### config.mk
export PLATFORM = sky130hd
export DESIGN_NAME = i2c_eeprom_emulator_with_watchdog_core
export DESIGN_NICKNAME = d
export VERILOG_FILES = /design/src/design/iewd_pkg.sv /design/src/design/iewd_store.sv /design/src/design/iewd_wdog.sv /design/src/design/iewd_map.sv /design/src/design/i2c_eeprom_emulator_with_watchdog_core.sv
export SDC_FILE = /design/constraint.sdc
export NUM_CORES = 2
export LEC_CHECK = 0
export CELL_PAD_IN_SITES_DETAIL_PLACEMENT = 1
export CELL_PAD_IN_SITES_GLOBAL_PLACEMENT = 1
export CORE_UTILIZATION = 50
export CTS_BUF_LIST = sky130_fd_sc_hd__clkbuf_8 sky130_fd_sc_hd__clkbuf_16
export DETAILED_ROUTE_END_ITERATION = 10
export DONT_BUFFER_PORTS = 1
export PLACE_DENSITY_LB_ADDON = 0.12
export REMOVE_ABC_BUFFERS = 1
export SYNTH_ARGS = -nofsm -noshare
export SYNTH_HDL_FRONTEND = slang
export SYNTH_SLANG_ARGS = --single-unit
### constraint.sdc
create_clock -name clk -period 5.2 [get_ports clk]
set_clock_uncertainty 0.15 [all_clocks]
set_input_delay 0.78 -clock clk [delete_from_list [all_inputs] [get_ports clk]]
set_output_delay 0.78 -clock clk [all_outputs]
set_load 0.01 [all_outputs]
### src/design/iewd_pkg.sv
// Shared types, constants and codes for the I2C EEPROM emulator with watchdog.
`timescale 1ns / 1ps

package iewd_pkg;

  localparam int PAGE_BYTES  = 16;
  localparam int IDX_W       = $clog2(PAGE_BYTES);
  localparam int ROOM_W      = 5;
  localparam int STORE_DEPTH = 256;
  localparam int STORE_AW    = $clog2(STORE_DEPTH);
  localparam int WD_W        = 25;

  localparam logic [ROOM_W-1:0] ROOM_PAGE  = ROOM_W'(PAGE_BYTES);
  localparam logic [ROOM_W-1:0] ROOM_WRITE = ROOM_W'(3);
  localparam logic [IDX_W-1:0]  IDX_LAST   = IDX_W'(PAGE_BYTES - 1);
  localparam logic [4:0]        USED_ADDR  = 5'd2;

  localparam logic [7:0] RESERVED_BYTE = 8'hEE;
  localparam logic [7:0] ERASED_BYTE   = 8'hFF;

  // Write-enable sequence and write targets.
  localparam logic [15:0] EN_ADDR_HI   = 16'h8000;
  localparam logic [15:0] EN_ADDR_LO   = 16'h8001;
  localparam logic [15:0] EN_DATA_ADDR = 16'h8002;
  localparam logic [15:0] STORE_WR_LO  = 16'h0038;
  localparam logic [15:0] STORE_WR_HI  = 16'h007F;
  localparam logic [15:0] WD_ADDR      = 16'h3000;

  // Read map boundaries.
  localparam logic [15:0] STORE_END  = 16'h00FF;
  localparam logic [15:0] INFO_END   = 16'h013F;
  localparam logic [15:0] WD_END     = 16'h3004;
  localparam logic [15:0] SRAM_LO    = 16'h1000;
  localparam logic [15:0] SRAM_HI    = 16'h14FF;
  localparam logic [15:0] FLASH_LO   = 16'h4000;
  localparam logic [15:0] FLASH_HI   = 16'h7FFF;
  localparam logic [15:0] ENREG_HI   = 16'h8003;
  localparam logic [15:0] INFO_BASE  = 16'h0070;
  localparam logic [15:0] INFO_MASK  = 16'h003F;
  localparam logic [15:0] SRAM_MASK  = 16'h04FF;
  localparam logic [15:0] FLASH_MASK = 16'h3FFF;

  localparam logic [WD_W-1:0] WD_BASE_MS = WD_W'(1000);

  typedef enum logic [3:0] {
    OP_READ_FILL   = 4'd0,
    OP_READ_END    = 4'd1,
    OP_WRITE_START = 4'd2,
    OP_WRITE_ERROR = 4'd3,
    OP_WRITE_STOP  = 4'd4,
    OP_WRITE_FULL  = 4'd5,
    OP_TICK        = 4'd6,
    OP_KICK        = 4'd7,
    OP_STOP        = 4'd8
  } op_t;

  typedef enum logic [2:0] {
    RGN_STORE    = 3'd0,
    RGN_INFO     = 3'd1,
    RGN_SRAM     = 3'd2,
    RGN_FLASH    = 3'd3,
    RGN_WATCHDOG = 3'd4,
    RGN_ENABLE   = 3'd5,
    RGN_RESERVED = 3'd6
  } region_t;

  typedef enum logic [1:0] {
    S_IDLE,
    S_FETCH,
    S_EMIT
  } state_t;

  typedef struct packed {
    logic        tick;
    logic        kick;
    logic        stop;
    logic        load;
    logic [7:0]  data;
    logic [31:0] elapsed;
  } wd_cmd_t;

  typedef struct packed {
    logic [7:0]      cfg;
    logic [WD_W-1:0] remaining;
    logic            expired;
    logic            core_pulse;
    logic            platform_pulse;
  } wd_stat_t;

  typedef struct packed {
    logic [7:0]  data;
    region_t     region;
    logic [15:0] offset;
  } page_t;

endpackage

### src/design/iewd_store.sv
// Byte store: synchronous RAM with per-entry written bits so unwritten bytes read erased.
`timescale 1ns / 1ps

module iewd_store (
  input  logic                          clk,
  input  logic                          rst,
  input  logic                          wr_en,
  input  logic [iewd_pkg::STORE_AW-1:0] wr_addr,
  input  logic [7:0]                    wr_data,
  input  logic                          rd_en,
  input  logic [iewd_pkg::STORE_AW-1:0] rd_addr,
  output logic [7:0]                    rd_data
);

  logic [7:0]                       mem [iewd_pkg::STORE_DEPTH];
  logic [iewd_pkg::STORE_DEPTH-1:0] written;
  logic [7:0]                       rd_raw;
  logic                             rd_hit;

  // Writes and reads never fall in the same cycle, so no bypass is needed.
  always_ff @(posedge clk) begin
    if (wr_en) begin
      mem[wr_addr] <= wr_data;
    end
    if (rd_en) begin
      rd_raw <= mem[rd_addr];
    end
  end

  always_ff @(posedge clk) begin
    if (rst) begin
      written <= '0;
      rd_hit  <= 1'b0;
    end else begin
      if (wr_en) begin
        written[wr_addr] <= 1'b1;
      end
      if (rd_en) begin
        rd_hit <= written[rd_addr];
      end
    end
  end

  assign rd_data = rd_hit ? rd_raw : iewd_pkg::ERASED_BYTE;

endmodule

### src/design/iewd_wdog.sv
// Watchdog: configuration byte and millisecond countdown with expiry detection.
`timescale 1ns / 1ps

module iewd_wdog (
  input  logic                clk,
  input  logic                rst,
  input  iewd_pkg::wd_cmd_t   cmd,
  output iewd_pkg::wd_stat_t  stat
);

  logic [7:0]                cfg;
  logic [7:0]                cfg_next;
  logic [iewd_pkg::WD_W-1:0] remaining;
  logic [iewd_pkg::WD_W-1:0] remaining_next;
  logic [7:0]                load_cfg;
  logic [iewd_pkg::WD_W-1:0] reload_val;
  logic                      expired;
  logic                      core_pulse;
  logic                      platform_pulse;

  // A load keeps an already armed configuration; the reload uses whichever is in force.
  assign load_cfg   = (cfg == 8'h00) ? cmd.data : cfg;
  assign reload_val = iewd_pkg::WD_BASE_MS << (cmd.load ? load_cfg[7:4] : cfg[7:4]);

  always_comb begin
    cfg_next       = cfg;
    remaining_next = remaining;
    expired        = 1'b0;
    core_pulse     = 1'b0;
    platform_pulse = 1'b0;
    if (cmd.load) begin
      cfg_next       = load_cfg;
      remaining_next = reload_val;
    end else if (cmd.kick) begin
      remaining_next = reload_val;
    end else if (cmd.stop) begin
      cfg_next       = 8'h00;
      remaining_next = '0;
    end else if (cmd.tick && (remaining != '0)) begin
      if (32'(remaining) > cmd.elapsed) begin
        remaining_next = remaining - iewd_pkg::WD_W'(cmd.elapsed);
      end else begin
        expired        = 1'b1;
        core_pulse     = cfg[0];
        platform_pulse = !cfg[0] && cfg[1];
        cfg_next       = 8'h00;
        remaining_next = '0;
      end
    end
  end

  always_ff @(posedge clk) begin
    if (rst) begin
      cfg       <= 8'h00;
      remaining <= '0;
    end else begin
      cfg       <= cfg_next;
      remaining <= remaining_next;
    end
  end

  assign stat.cfg            = cfg;
  assign stat.remaining      = remaining;
  assign stat.expired        = expired;
  assign stat.core_pulse     = core_pulse;
  assign stat.platform_pulse = platform_pulse;

endmodule

### src/design/iewd_map.sv
// Page map: resolves region, source offset and byte value for one page position.
`timescale 1ns / 1ps

module iewd_map (
  input  logic [15:0]                addr,
  input  logic [iewd_pkg::IDX_W-1:0] idx,
  input  logic [7:0]                 store_byte,
  input  logic [7:0]                 wd_cfg,
  input  logic [iewd_pkg::WD_W-1:0]  wd_remaining,
  input  logic [15:0]                en_addr,
  input  logic [7:0]                 en_data,
  output iewd_pkg::page_t            page
);

  logic [15:0] i16;
  logic [7:0]  k_wd;
  logic [7:0]  k_en;
  logic [31:0] rem32;

  always_comb begin
    i16   = 16'(idx);
    k_wd  = 8'(addr[2:0]) + 8'(idx);
    k_en  = 8'(addr[1:0]) + 8'(idx);
    rem32 = 32'(wd_remaining);
    page.data   = iewd_pkg::RESERVED_BYTE;
    page.region = iewd_pkg::RGN_RESERVED;
    page.offset = 16'h0000;
    if (addr <= iewd_pkg::STORE_END) begin
      page.region = iewd_pkg::RGN_STORE;
      page.offset = 16'(iewd_pkg::STORE_AW'(addr[7:0] + 8'(idx)));
      page.data   = store_byte;
    end else if (addr <= iewd_pkg::INFO_END) begin
      page.region = iewd_pkg::RGN_INFO;
      page.offset = iewd_pkg::INFO_BASE + (addr & iewd_pkg::INFO_MASK) + i16;
      page.data   = 8'h00;
    end else if (addr >= iewd_pkg::WD_ADDR && addr <= iewd_pkg::WD_END) begin
      // Config byte first, then the remaining count, least significant byte first.
      if (k_wd <= 8'd4) begin
        page.region = iewd_pkg::RGN_WATCHDOG;
        page.offset = 16'(k_wd);
        case (k_wd[2:0])
          3'd0:    page.data = wd_cfg;
          3'd1:    page.data = rem32[7:0];
          3'd2:    page.data = rem32[15:8];
          3'd3:    page.data = rem32[23:16];
          default: page.data = rem32[31:24];
        endcase
      end
    end else if (addr >= iewd_pkg::SRAM_LO && addr <= iewd_pkg::SRAM_HI) begin
      page.region = iewd_pkg::RGN_SRAM;
      page.offset = (addr & iewd_pkg::SRAM_MASK) + i16;
      page.data   = 8'h00;
    end else if (addr >= iewd_pkg::FLASH_LO && addr <= iewd_pkg::FLASH_HI) begin
      page.region = iewd_pkg::RGN_FLASH;
      page.offset = (addr & iewd_pkg::FLASH_MASK) + i16;
      page.data   = 8'h00;
    end else if (addr >= iewd_pkg::EN_ADDR_HI && addr <= iewd_pkg::ENREG_HI) begin
      if (k_en <= 8'd3) begin
        page.region = iewd_pkg::RGN_ENABLE;
        page.offset = 16'(k_en);
        case (k_en[1:0])
          2'd0:    page.data = en_addr[7:0];
          2'd1:    page.data = en_addr[15:8];
          2'd2:    page.data = en_data;
          default: page.data = 8'h00;
        endcase
      end
    end
  end

endmodule

### src/design/i2c_eeprom_emulator_with_watchdog_core.sv
// Top level of the I2C EEPROM emulator with watchdog: sequencer, pointer, enable logic.
`timescale 1ns / 1ps

// Usage: the I2C slave front end sends one request per bus event on the input
// channel (in_valid / in_stall, fields op .. elapsed_ms). The block answers on
// the output channel (out_valid / out_stall) with one result per request, or
// with a page of 16 results for a read fill; the final result carries last.
// Every request except a read fill is registered into the output register at
// acceptance, so its result appears in the cycle after, and the next request
// may be taken while that result is presented unless out_stall holds it. A
// read fill first passes the fetch state, which reads the first store byte
// from the RAM, then emits one page byte per cycle while out_stall is low.
// The store RAM is read one entry ahead of the byte being emitted.
// While a page is in progress, no new request is accepted. When the receiver
// holds out_stall, the output register keeps its result and the page sequencer
// waits, and in_stall is raised for as long as the result cannot move on.
// Reset is synchronous and active high: it clears the pointer, the enable
// registers and the watchdog, and marks every store byte unwritten so that
// it reads as 0xFF; it takes effect at once, with no clearing pass.

module i2c_eeprom_emulator_with_watchdog_core (
  input  logic        clk,
  input  logic        rst,
  input  logic        in_valid,
  output logic        in_stall,
  input  logic [3:0]  op,
  input  logic [7:0]  addr_high,
  input  logic [7:0]  addr_low,
  input  logic [7:0]  write_byte,
  input  logic [4:0]  bytes_used,
  input  logic [31:0] elapsed_ms,
  output logic        out_valid,
  input  logic        out_stall,
  output logic        nack,
  output logic [4:0]  byte_room,
  output logic [7:0]  read_byte,
  output logic [2:0]  region,
  output logic [15:0] source_offset,
  output logic        last,
  output logic        wd_expired,
  output logic        core_reset_pulse,
  output logic        platform_reset_pulse
);

  iewd_pkg::state_t state;
  iewd_pkg::state_t state_next;

  logic [iewd_pkg::IDX_W-1:0] cnt;
  logic [15:0]                current_address;
  logic [15:0]                current_address_next;
  logic [15:0]                enable_address;
  logic [15:0]                enable_address_next;
  logic [7:0]                 enable_data;
  logic [7:0]                 enable_data_next;

  logic        slot_free;
  logic        in_acc;
  logic        emit;
  logic        rd_en;
  logic [iewd_pkg::STORE_AW-1:0] rd_addr;
  logic [iewd_pkg::IDX_W-1:0]    rd_idx;
  logic [15:0] waddr;
  logic        st_wr_en;
  logic        wd_load;
  logic        refuse;
  logic [7:0]  store_byte;

  iewd_pkg::wd_cmd_t  wd_cmd;
  iewd_pkg::wd_stat_t wd_stat;
  iewd_pkg::page_t    page;

  // The output register can take a new result when it is empty or being drained.
  assign slot_free = !out_valid || !out_stall;
  assign in_acc    = in_valid && !in_stall;
  assign waddr     = {addr_high, addr_low};

  // Next state of the page sequencer.
  always_comb begin
    state_next = state;
    case (state)
      iewd_pkg::S_IDLE: begin
        if (in_acc && (op == iewd_pkg::OP_READ_FILL)) begin
          state_next = iewd_pkg::S_FETCH;
        end
      end
      iewd_pkg::S_FETCH: begin
        state_next = iewd_pkg::S_EMIT;
      end
      iewd_pkg::S_EMIT: begin
        if (emit && (cnt == iewd_pkg::IDX_LAST)) begin
          state_next = iewd_pkg::S_IDLE;
        end
      end
      default: begin
        state_next = iewd_pkg::S_IDLE;
      end
    endcase
  end

  // Sequencer outputs: input stall, RAM read strobe and page byte emission.
  // In the emit state the RAM is read for the byte after the one leaving now.
  always_comb begin
    in_stall = 1'b1;
    emit     = 1'b0;
    rd_en    = 1'b0;
    rd_idx   = cnt;
    case (state)
      iewd_pkg::S_IDLE: begin
        in_stall = !slot_free;
      end
      iewd_pkg::S_FETCH: begin
        rd_en  = 1'b1;
        rd_idx = '0;
      end
      iewd_pkg::S_EMIT: begin
        emit   = slot_free;
        rd_en  = slot_free && (cnt != iewd_pkg::IDX_LAST);
        rd_idx = cnt + 1'b1;
      end
      default: begin
        in_stall = 1'b1;
      end
    endcase
  end

  assign rd_addr = iewd_pkg::STORE_AW'(current_address[7:0] + 8'(rd_idx));

  // Request decode: pointer moves, write-enable sequence and write targets.
  always_comb begin
    current_address_next = current_address;
    enable_address_next  = enable_address;
    enable_data_next     = enable_data;
    st_wr_en             = 1'b0;
    wd_load              = 1'b0;
    refuse               = 1'b0;
    if (in_acc) begin
      case (op)
        iewd_pkg::OP_READ_FILL, iewd_pkg::OP_READ_END: begin
          current_address_next = current_address + 16'(bytes_used);
        end
        iewd_pkg::OP_WRITE_STOP: begin
          if (bytes_used == iewd_pkg::USED_ADDR) begin
            current_address_next = waddr;
          end
        end
        iewd_pkg::OP_WRITE_FULL: begin
          current_address_next = waddr;
          if (waddr == iewd_pkg::EN_ADDR_HI) begin
            enable_address_next = {write_byte, 8'h00};
          end else if (waddr == iewd_pkg::EN_ADDR_LO) begin
            enable_address_next = enable_address | 16'(write_byte);
          end else if (waddr == iewd_pkg::EN_DATA_ADDR) begin
            enable_data_next = write_byte;
          end else if ((waddr == enable_address) && (write_byte == enable_data)) begin
            // An enabled write to any other place is acknowledged but only
            // consumes the enable.
            if ((waddr >= iewd_pkg::STORE_WR_LO) && (waddr <= iewd_pkg::STORE_WR_HI)) begin
              st_wr_en = 1'b1;
            end else if (waddr == iewd_pkg::WD_ADDR) begin
              wd_load = 1'b1;
            end
            enable_address_next = 16'h0000;
            enable_data_next    = 8'h00;
          end else begin
            enable_address_next = 16'h0000;
            enable_data_next    = 8'h00;
            refuse              = 1'b1;
          end
        end
        default: begin
          current_address_next = current_address;
        end
      endcase
    end
  end

  always_comb begin
    wd_cmd.tick    = in_acc && (op == iewd_pkg::OP_TICK);
    wd_cmd.kick    = in_acc && (op == iewd_pkg::OP_KICK);
    wd_cmd.stop    = in_acc && (op == iewd_pkg::OP_STOP);
    wd_cmd.load    = wd_load;
    wd_cmd.data    = write_byte;
    wd_cmd.elapsed = elapsed_ms;
  end

  always_ff @(posedge clk) begin
    if (rst) begin
      state           <= iewd_pkg::S_IDLE;
      cnt             <= '0;
      current_address <= 16'h0000;
      enable_address  <= 16'h0000;
      enable_data     <= 8'h00;
    end else begin
      state           <= state_next;
      current_address <= current_address_next;
      enable_address  <= enable_address_next;
      enable_data     <= enable_data_next;
      if (state == iewd_pkg::S_FETCH) begin
        cnt <= '0;
      end else if (emit) begin
        cnt <= cnt + 1'b1;
      end
    end
  end

  // Output register: a single-result request loads it at acceptance, a page
  // loads it one byte per emit cycle.
  always_ff @(posedge clk) begin
    if (rst) begin
      out_valid <= 1'b0;
    end else if (emit || (in_acc && (op != iewd_pkg::OP_READ_FILL))) begin
      out_valid <= 1'b1;
    end else if (!out_stall) begin
      out_valid <= 1'b0;
    end
  end

  always_ff @(posedge clk) begin
    if (emit) begin
      nack                 <= 1'b0;
      byte_room            <= iewd_pkg::ROOM_PAGE;
      read_byte            <= page.data;
      region               <= page.region;
      source_offset        <= page.offset;
      last                 <= (cnt == iewd_pkg::IDX_LAST);
      wd_expired           <= 1'b0;
      core_reset_pulse     <= 1'b0;
      platform_reset_pulse <= 1'b0;
    end else if (in_acc && (op != iewd_pkg::OP_READ_FILL)) begin
      nack                 <= refuse;
      byte_room            <= (op == iewd_pkg::OP_WRITE_START) ? iewd_pkg::ROOM_WRITE : '0;
      read_byte            <= 8'h00;
      region               <= iewd_pkg::RGN_STORE;
      source_offset        <= 16'h0000;
      last                 <= 1'b1;
      wd_expired           <= wd_stat.expired;
      core_reset_pulse     <= wd_stat.core_pulse;
      platform_reset_pulse <= wd_stat.platform_pulse;
    end
  end

  iewd_store u_store (
    .clk     (clk),
    .rst     (rst),
    .wr_en   (st_wr_en),
    .wr_addr (iewd_pkg::STORE_AW'(addr_low)),
    .wr_data (write_byte),
    .rd_en   (rd_en),
    .rd_addr (rd_addr),
    .rd_data (store_byte)
  );

  iewd_wdog u_wdog (
    .clk  (clk),
    .rst  (rst),
    .cmd  (wd_cmd),
    .stat (wd_stat)
  );

  iewd_map u_map (
    .addr         (current_address),
    .idx          (cnt),
    .store_byte   (store_byte),
    .wd_cfg       (wd_stat.cfg),
    .wd_remaining (wd_stat.remaining),
    .en_addr      (enable_address),
    .en_data      (enable_data),
    .page         (page)
  );

endmodule
== Word-level counts from Yosys, hierarchy flattened ==
Memory sizes are Yosys's and may differ from the RTL's. A register that Yosys moved wholly into a read port is not among the register bits.
Index checks and enable logic that the tools add are counted.
W data, S select, Z words.

* Bits in writable memories: 2048
* Flip-flop bits (word level): 374
* Bits of input ports: 69
* Output and inout bits: 39
* Memories: 1

{| class="wikitable"
|+ Memories
! memory !! words !! bits a word !! rd ports !! clocked after Yosys merged registers in !! wr ports !! RTL line !! text
|-
| u_store.mem || 256 || 8 || 1 || 1 || 1 || iewd_store.sv:15 || <nowiki>logic [7:0] mem [iewd_pkg::STORE_DEPTH];</nowiki>
|}

* Order comparisons: 18
* Shift-type cells: 1
* Add/subtract/negate cells: 11
* Reduce and logical (&&, ||, !) cells: 43
* Equal/unequal tests: 31
* Muxes and demuxes: 89
* Bitwise operators: 4

{| class="wikitable"
|+ Operators by type and width
! kind !! count
|-
| $or A256 B256 Y256 || 1
|-
| $mux W27 || 8
|-
| $mux W25 || 5
|-
| $mux W16 || 6
|-
| $mux W8 || 10
|-
| $eq A16 B16 Y1 const B || 3
|-
| $pmux W16 S3 || 1
|-
| $mux W1 || 46
|-
| $gt A25 B32 Y1 || 1
|-
| $pmux W8 S4 || 1
|-
| $reduce_bool A25 Y1 || 1
|-
| $shl A10 B4 Y25 const A || 1
|-
| $sub A25 B25 Y25 || 1
|-
| $pmux W8 S3 || 1
|-
| $lt A8 B9 Y1 const B || 2
|-
| $logic_and A1 B1 Y1 || 17
|-
| $add A16 B4 Y16 || 1
|-
| $add A16 B5 Y16 || 1
|-
| $add A8 B4 Y8 || 2
|-
| $eq A16 B14 Y1 const B || 1
|-
| $eq A16 B16 Y1 || 1
|-
| $eq A4 B3 Y1 const B || 4
|-
| $ge A16 B13 Y1 const B || 1
|-
| $ge A16 B14 Y1 const B || 1
|-
| other kinds (56) || 80
|}

== Longest topological paths before layout ==
* Word-level depth: 13
* Mapped depth: 17
* Depth with buffers taken out: 15

== Modules after synthesis ==
A second synthesis with hierarchy kept.

* Cells, all modules: 5596
* Area total of the unflattened synthesis: 96966.7 um^2

{| class="wikitable"
|+ Modules (own cells, without submodules)
! module !! instances !! seq. area each (um^2) !! cells each !! area an instance (um^2)
|-
| iewd_store || 1 || 66884.1 || 4513 || 88004.4
|-
| i2c_eeprom_emulator_with_watchdog_core || 1 || 1901.8 || 471 || 4383.0
|-
| iewd_wdog || 1 || 660.6 || 426 || 3226.8
|-
| iewd_map || 1 || 0.0 || 186 || 1352.5
|}

== Worst setup path before layout ==
OpenSTA, ideal clock, no wires.

* Path type: flip-flop to flip-flop
* Start point: register state[0]
* End point: register u_store.rd_raw[6] (read register of u_store.mem), data pin
* Setup time: 0.276 ns
* Cell stages (with the launch flop): 18
* Path buffers: 2
* Period minus slack after synthesis: 4.042 ns
* Data arrival time: 3.616 ns
* Slack: 1.158 ns
* Required time: 4.774 ns
* Cell sequence: dfxtp_1 > inv_1 > ha_1 > nand2_1 > mux2i_1 > ha_1 > inv_1 > fa_1 > nand2b_1 > a21oi_2 > xnor2_1 > buf_2 > buf_2 > mux4_2 > mux2i_1 > mux2i_1 > mux2i_1 > mux2i_1

* Longest elaborated chain between the ends: 3
* Elaborated cells on any way between the ends: 5
* Those cells by class: add/sub: 1; eq/ne: 2; mux: 2

{| class="wikitable"
|+ Ends and longest elaborated chain
! element !! RTL line !! text
|-
| start, declared || i2c_eeprom_emulator_with_watchdog_core.sv:45 || <nowiki>iewd_pkg::state_t state;</nowiki>
|-
| start signal, assigned || i2c_eeprom_emulator_with_watchdog_core.sv:188 || <nowiki>state <= iewd_pkg::S_IDLE;</nowiki>
|-
| start signal, assigned || i2c_eeprom_emulator_with_watchdog_core.sv:194 || <nowiki>state <= state_next;</nowiki>
|-
| $eq A2 B2 Y1 / $eq A2 B1 Y1 (equally long branches) || i2c_eeprom_emulator_with_watchdog_core.sv:107 || <nowiki>case (state)</nowiki>
|-
| $pmux W4 S2 || i2c_eeprom_emulator_with_watchdog_core.sv:107 ||
|-
| $add A8 B4 Y8 || i2c_eeprom_emulator_with_watchdog_core.sv:126 || <nowiki>assign rd_addr = iewd_pkg::STORE_AW'(current_address[7:0] + 8'(rd_idx));</nowiki>
|-
| end, declared || iewd_store.sv:17 || <nowiki>logic [7:0] rd_raw;</nowiki>
|}

Several ways; a longest one is shown, not always the timed one.
A chain may end at the register's enable or synchronous reset.

== Worst setup path in the final report ==
* Start point: register state[0]
* End point: register u_store.rd_raw[3] (read register of u_store.mem), data pin

The elaborated chain is that of the path after synthesis.

==> reports/results.txt <==
Power density normalized to cell area -> 374 nW/um^2
DRC viols -> 0
Number of filler cells placed in the layout -> 17000
Grt met3 use -> 0.0402
Share of Yosys cell area claimed by the top area cell type -> 0.649
Worst path most repeated cell -> sky130_fd_sc_hd__mux2i_1
Overall global routing resource usage -> 0.219
Number of warnings printed during yosys synthesis -> 0
Final non-filler cell total -> 9286
Die boundary width -> 441 um
Worst-case clock buffer depth -> 4
Largest delay share family, worst path -> multiplexers
Final setup viols -> 0
Critical Path Sink Type -> flip-flop
Die outline height -> 441 um
M1 GR Usage -> 0.295
CORE AREA -> 191000 um^2
Share of the yosys chip area belonging to registers -> 0.720
Top area cells in the synthesized netlist -> sky130_fd_sc_hd__edfxtp_1, sky130_fd_sc_hd__mux4_2, sky130_fd_sc_hd__dfxtp_1, sky130_fd_sc_hd__mux2i_1, sky130_fd_sc_hd__nor2b_1
Setup WS pre-CTS -> 0.192 ns
Synth Cell Area -> 96400 um^2
VDD IR max -> 0.318 mV
Number of buffers added on ports -> 0
Post-route minimum period -> 4.97 ns
Total wire length after detailed routing -> 209000 um
I/O pin total -> 108
Cell Count Post-Placement -> 8781
Number of clock sinks -> 2426
Hold violation count in the final report -> 0
Routed length per instance -> 22.6 um
Number of distinct library cells after synthesis -> 86
Number of enable-type register cells in the synthesized netlist -> 2083
Data arrival time at the worst-slack endpoint -> 5.43 ns
Global routing met2 resource utilization -> 0.367
Vias in the first global route -> 53000
Cell chain of the critical path -> inv_1 > ha_1 > nand2_1 > mux2i_1 > ha_4 > inv_1 > fa_4 > buf_12 > buf_12 > mux4_2 > mux4_2 > mux2i_1 > mux2i_1 > mux2i_1 > mux2i_1
Hpwl dp -> 121000 um
Pin slew with the least headroom to its limit -> 1.24 ns
TritonCTS Buffers -> 275
Library cell contributing the largest single delay on the critical path -> sky130_fd_sc_hd__fa_4
Most instantiated cells after synthesis -> sky130_fd_sc_hd__edfxtp_1, sky130_fd_sc_hd__mux4_2, sky130_fd_sc_hd__dfxtp_1, sky130_fd_sc_hd__nor2_1, sky130_fd_sc_hd__nor2b_1
Mapped Avg Cell Area -> 19.6 um^2
First-pass GRT wire length -> 319000 um
Utilization after layout -> 0.600
Maximum net fanout on the critical path -> 41
Setup TNS -> 0 ns
Startpoint class of the critical path -> flip-flop
Via count normalized by instance count -> 5.29
Most frequently used cell type in the post-synthesis netlist -> sky130_fd_sc_hd__edfxtp_1
Unrepaired setup endpoints after global routing -> no
Setup bufs post-CTS -> 0
Post-synthesis cell type with the largest combined area -> sky130_fd_sc_hd__edfxtp_1
Total Nets Final -> 6702
Min setup slack post-route -> 0.230 ns
Max Cap Viol -> 0
Total via count in the routed design -> 49100
Count of mapped cells out of synthesis -> 4909
Row Count -> 160
Fraction of the cycle the final worst path needs -> 0.956
Detailed-routing iteration count for the pre-antenna-repair pass -> 5
Number of routed nets with antenna violations -> 0
Max-Slew Margin vs Limit -> 0.170
Area of the die -> 195000 um^2
Clock tree from TritonCTS -> done
Flop and latch count out of synthesis -> 2426
Clock-pin transition on the worst setup and hold timing paths -> 0.06 ns
Overflow left after global routing -> 0
Max Slew Vio Count -> 0
Share of post-route cells with drive strength above 1 -> 0.192
Predominant post-synthesis flop cell -> sky130_fd_sc_hd__edfxtp_1
Detailed router's first-iteration violation count -> 3727
WS Path Type -> reg2reg
Largest net degree at the start of global routing -> 261
Post-synthesis async set-or-reset flop share -> 0
Routability cong. -> 0.828
Fmax -> 0.201 GHz
Buffer and inverter count on the worst path -> 4
Min-Delay Path Class -> in2reg
Leakage power -> 41.2 nW
Outcome -> finished clean
Synthesis-to-finish area growth -> 18.7%
Critical Path Max Stage Delay -> 0.93 ns
Initial standard-cell utilization of the core -> 0.505
Count of H-tree levels built during CTS -> 5
Highest-utilization routing layer at the global route stage -> met2
Clock latency at the later pin of the worst-skew pair -> 0.89 ns
Library cell used as clock root buffer -> sky130_fd_sc_hd__clkbuf_16
Initial antenna violation count -> 5
Worst path required time -> 5.66 ns
-- cell families after synthesis --
kind of cell	Yosys count	synth area share
AO/OA/AOI/OAI	429	0.0291
XOR/XNOR	66	0.00607
buffers and inverters	344	0.0155
multiplexers	868	0.183
other	1	0.0000389
adder cells (fa/ha/maj)	50	0.00679
AND/OR/NAND/NOR	725	0.0396
flip-flops	2426	0.720
-- worst reg2reg max path: stages (launching register included) --
cell and delay (ns):
sky130_fd_sc_hd__dfxtp_1 0.36, sky130_fd_sc_hd__inv_1 0.07, sky130_fd_sc_hd__ha_1 0.39, sky130_fd_sc_hd__nand2_1 0.10
sky130_fd_sc_hd__mux2i_1 0.22, sky130_fd_sc_hd__ha_4 0.17, sky130_fd_sc_hd__inv_1 0.04, sky130_fd_sc_hd__fa_4 0.93
sky130_fd_sc_hd__buf_12 0.26, sky130_fd_sc_hd__buf_12 0.32, sky130_fd_sc_hd__mux4_2 0.42, sky130_fd_sc_hd__mux4_2 0.51
sky130_fd_sc_hd__mux2i_1 0.21, sky130_fd_sc_hd__mux2i_1 0.22, sky130_fd_sc_hd__mux2i_1 0.24, sky130_fd_sc_hd__mux2i_1 0.11
-- routing by layer --
metal / vias up / part of all wire
li1: 21900 / -
met1: 25900 / 0.43
met2: 1034 / 0.50
met3: 336 / 0.051
met4: 0 / 0.023
met5: - / 0
-- registers in the layout (all words and copies together), names as in the netlist, 2 cells and up --
register          flops
current_address      16
enable_address       16
byte_room             2
u_wdog.remaining     25
u_store.written     256
u_store.mem        2048
u_store.rd_raw        8
region                3
u_wdog.cfg            8
enable_data           8
state                 2
source_offset        15
read_byte             8
cnt                   4
-- what timing repair did --
item,CTS,global route
resized for setup,0,4
hold endpoints to repair,2318,0
endpoints found under the setup margin,0,2
hold buffers,37,0
-- cells in the final DEF (no fill, tap or decap), types with 52 or more instances in the layout --
cell / Yosys / layout
sky130_fd_sc_hd__nor2b_1: 199 / 199
sky130_fd_sc_hd__o21ai_0: 90 / 90
sky130_fd_sc_hd__inv_1: 66 / 135
sky130_fd_sc_hd__clkbuf_16: 0 / 280
sky130_fd_sc_hd__mux2i_1: 145 / 143
sky130_fd_sc_hd__nand2_1: 114 / 114
sky130_fd_sc_hd__a21oi_1: 120 / 120
sky130_fd_sc_hd__nor2_1: 212 / 212
sky130_fd_sc_hd__edfxtp_1: 2083 / 2083
sky130_fd_sc_hd__conb_1: 1 / 1475
sky130_fd_sc_hd__xnor2_1: 55 / 52
sky130_fd_sc_hd__dfxtp_1: 343 / 343
sky130_fd_sc_hd__mux4_2: 713 / 713
sky130_fd_sc_hd__buf_4: 10 / 122
-- path summary, 6_finish.rpt --
kind | start | to | slack [ns] | cells after the start
setup / recovery | state[0] | u_store.rd_raw[3] | 0.23 | 15
hold / removal | write_byte[4] | u_wdog.cfg[4] | 0.07 | 2
setup reg to reg | state[0] | u_store.rd_raw[3] | 0.23 | 15
hold reg to reg | u_store.written[96] | u_store.written[96] | 0.31 | 1
-- cell type report --
cell class	count	area, um^2	share of cell area
inverter	66	248	0.00217
antenna	1	2.50	0.0000219
sequential	2426	69400	0.607
tap	2511	3140	0.0275
timing repair buffer	202	2320	0.0203
clock buffer	289	7130	0.0623
clock inverter	178	1030	0.00903
multi-input combinational	3613	31100	0.272
-- through the flow --
step / hold slack, ns / area (um^2) / power, mW
2_1_floorplan: 0.281 / 101000 / 25.4
3_3_place_gp: 0.291 / 106000 / 25.1
3_5_place_dp: 0.298 / 106000 / 25.2
4_1_cts: 0.00152 / 114000 / 43.3
5_1_grt: 0.0475 / 114000 / 44.2
6_report: 0.0680 / 114000 / 42.8
-- power by group --
group	total (mW)	internal, mW	switching, mW
clock network	17.7	10.3	7.35
logic	2.65	1.22	1.43
registers	22.5	22.2	0.297
total	42.8	33.8	9.07
Note: power is estimated with default switching activity, not from simulation.
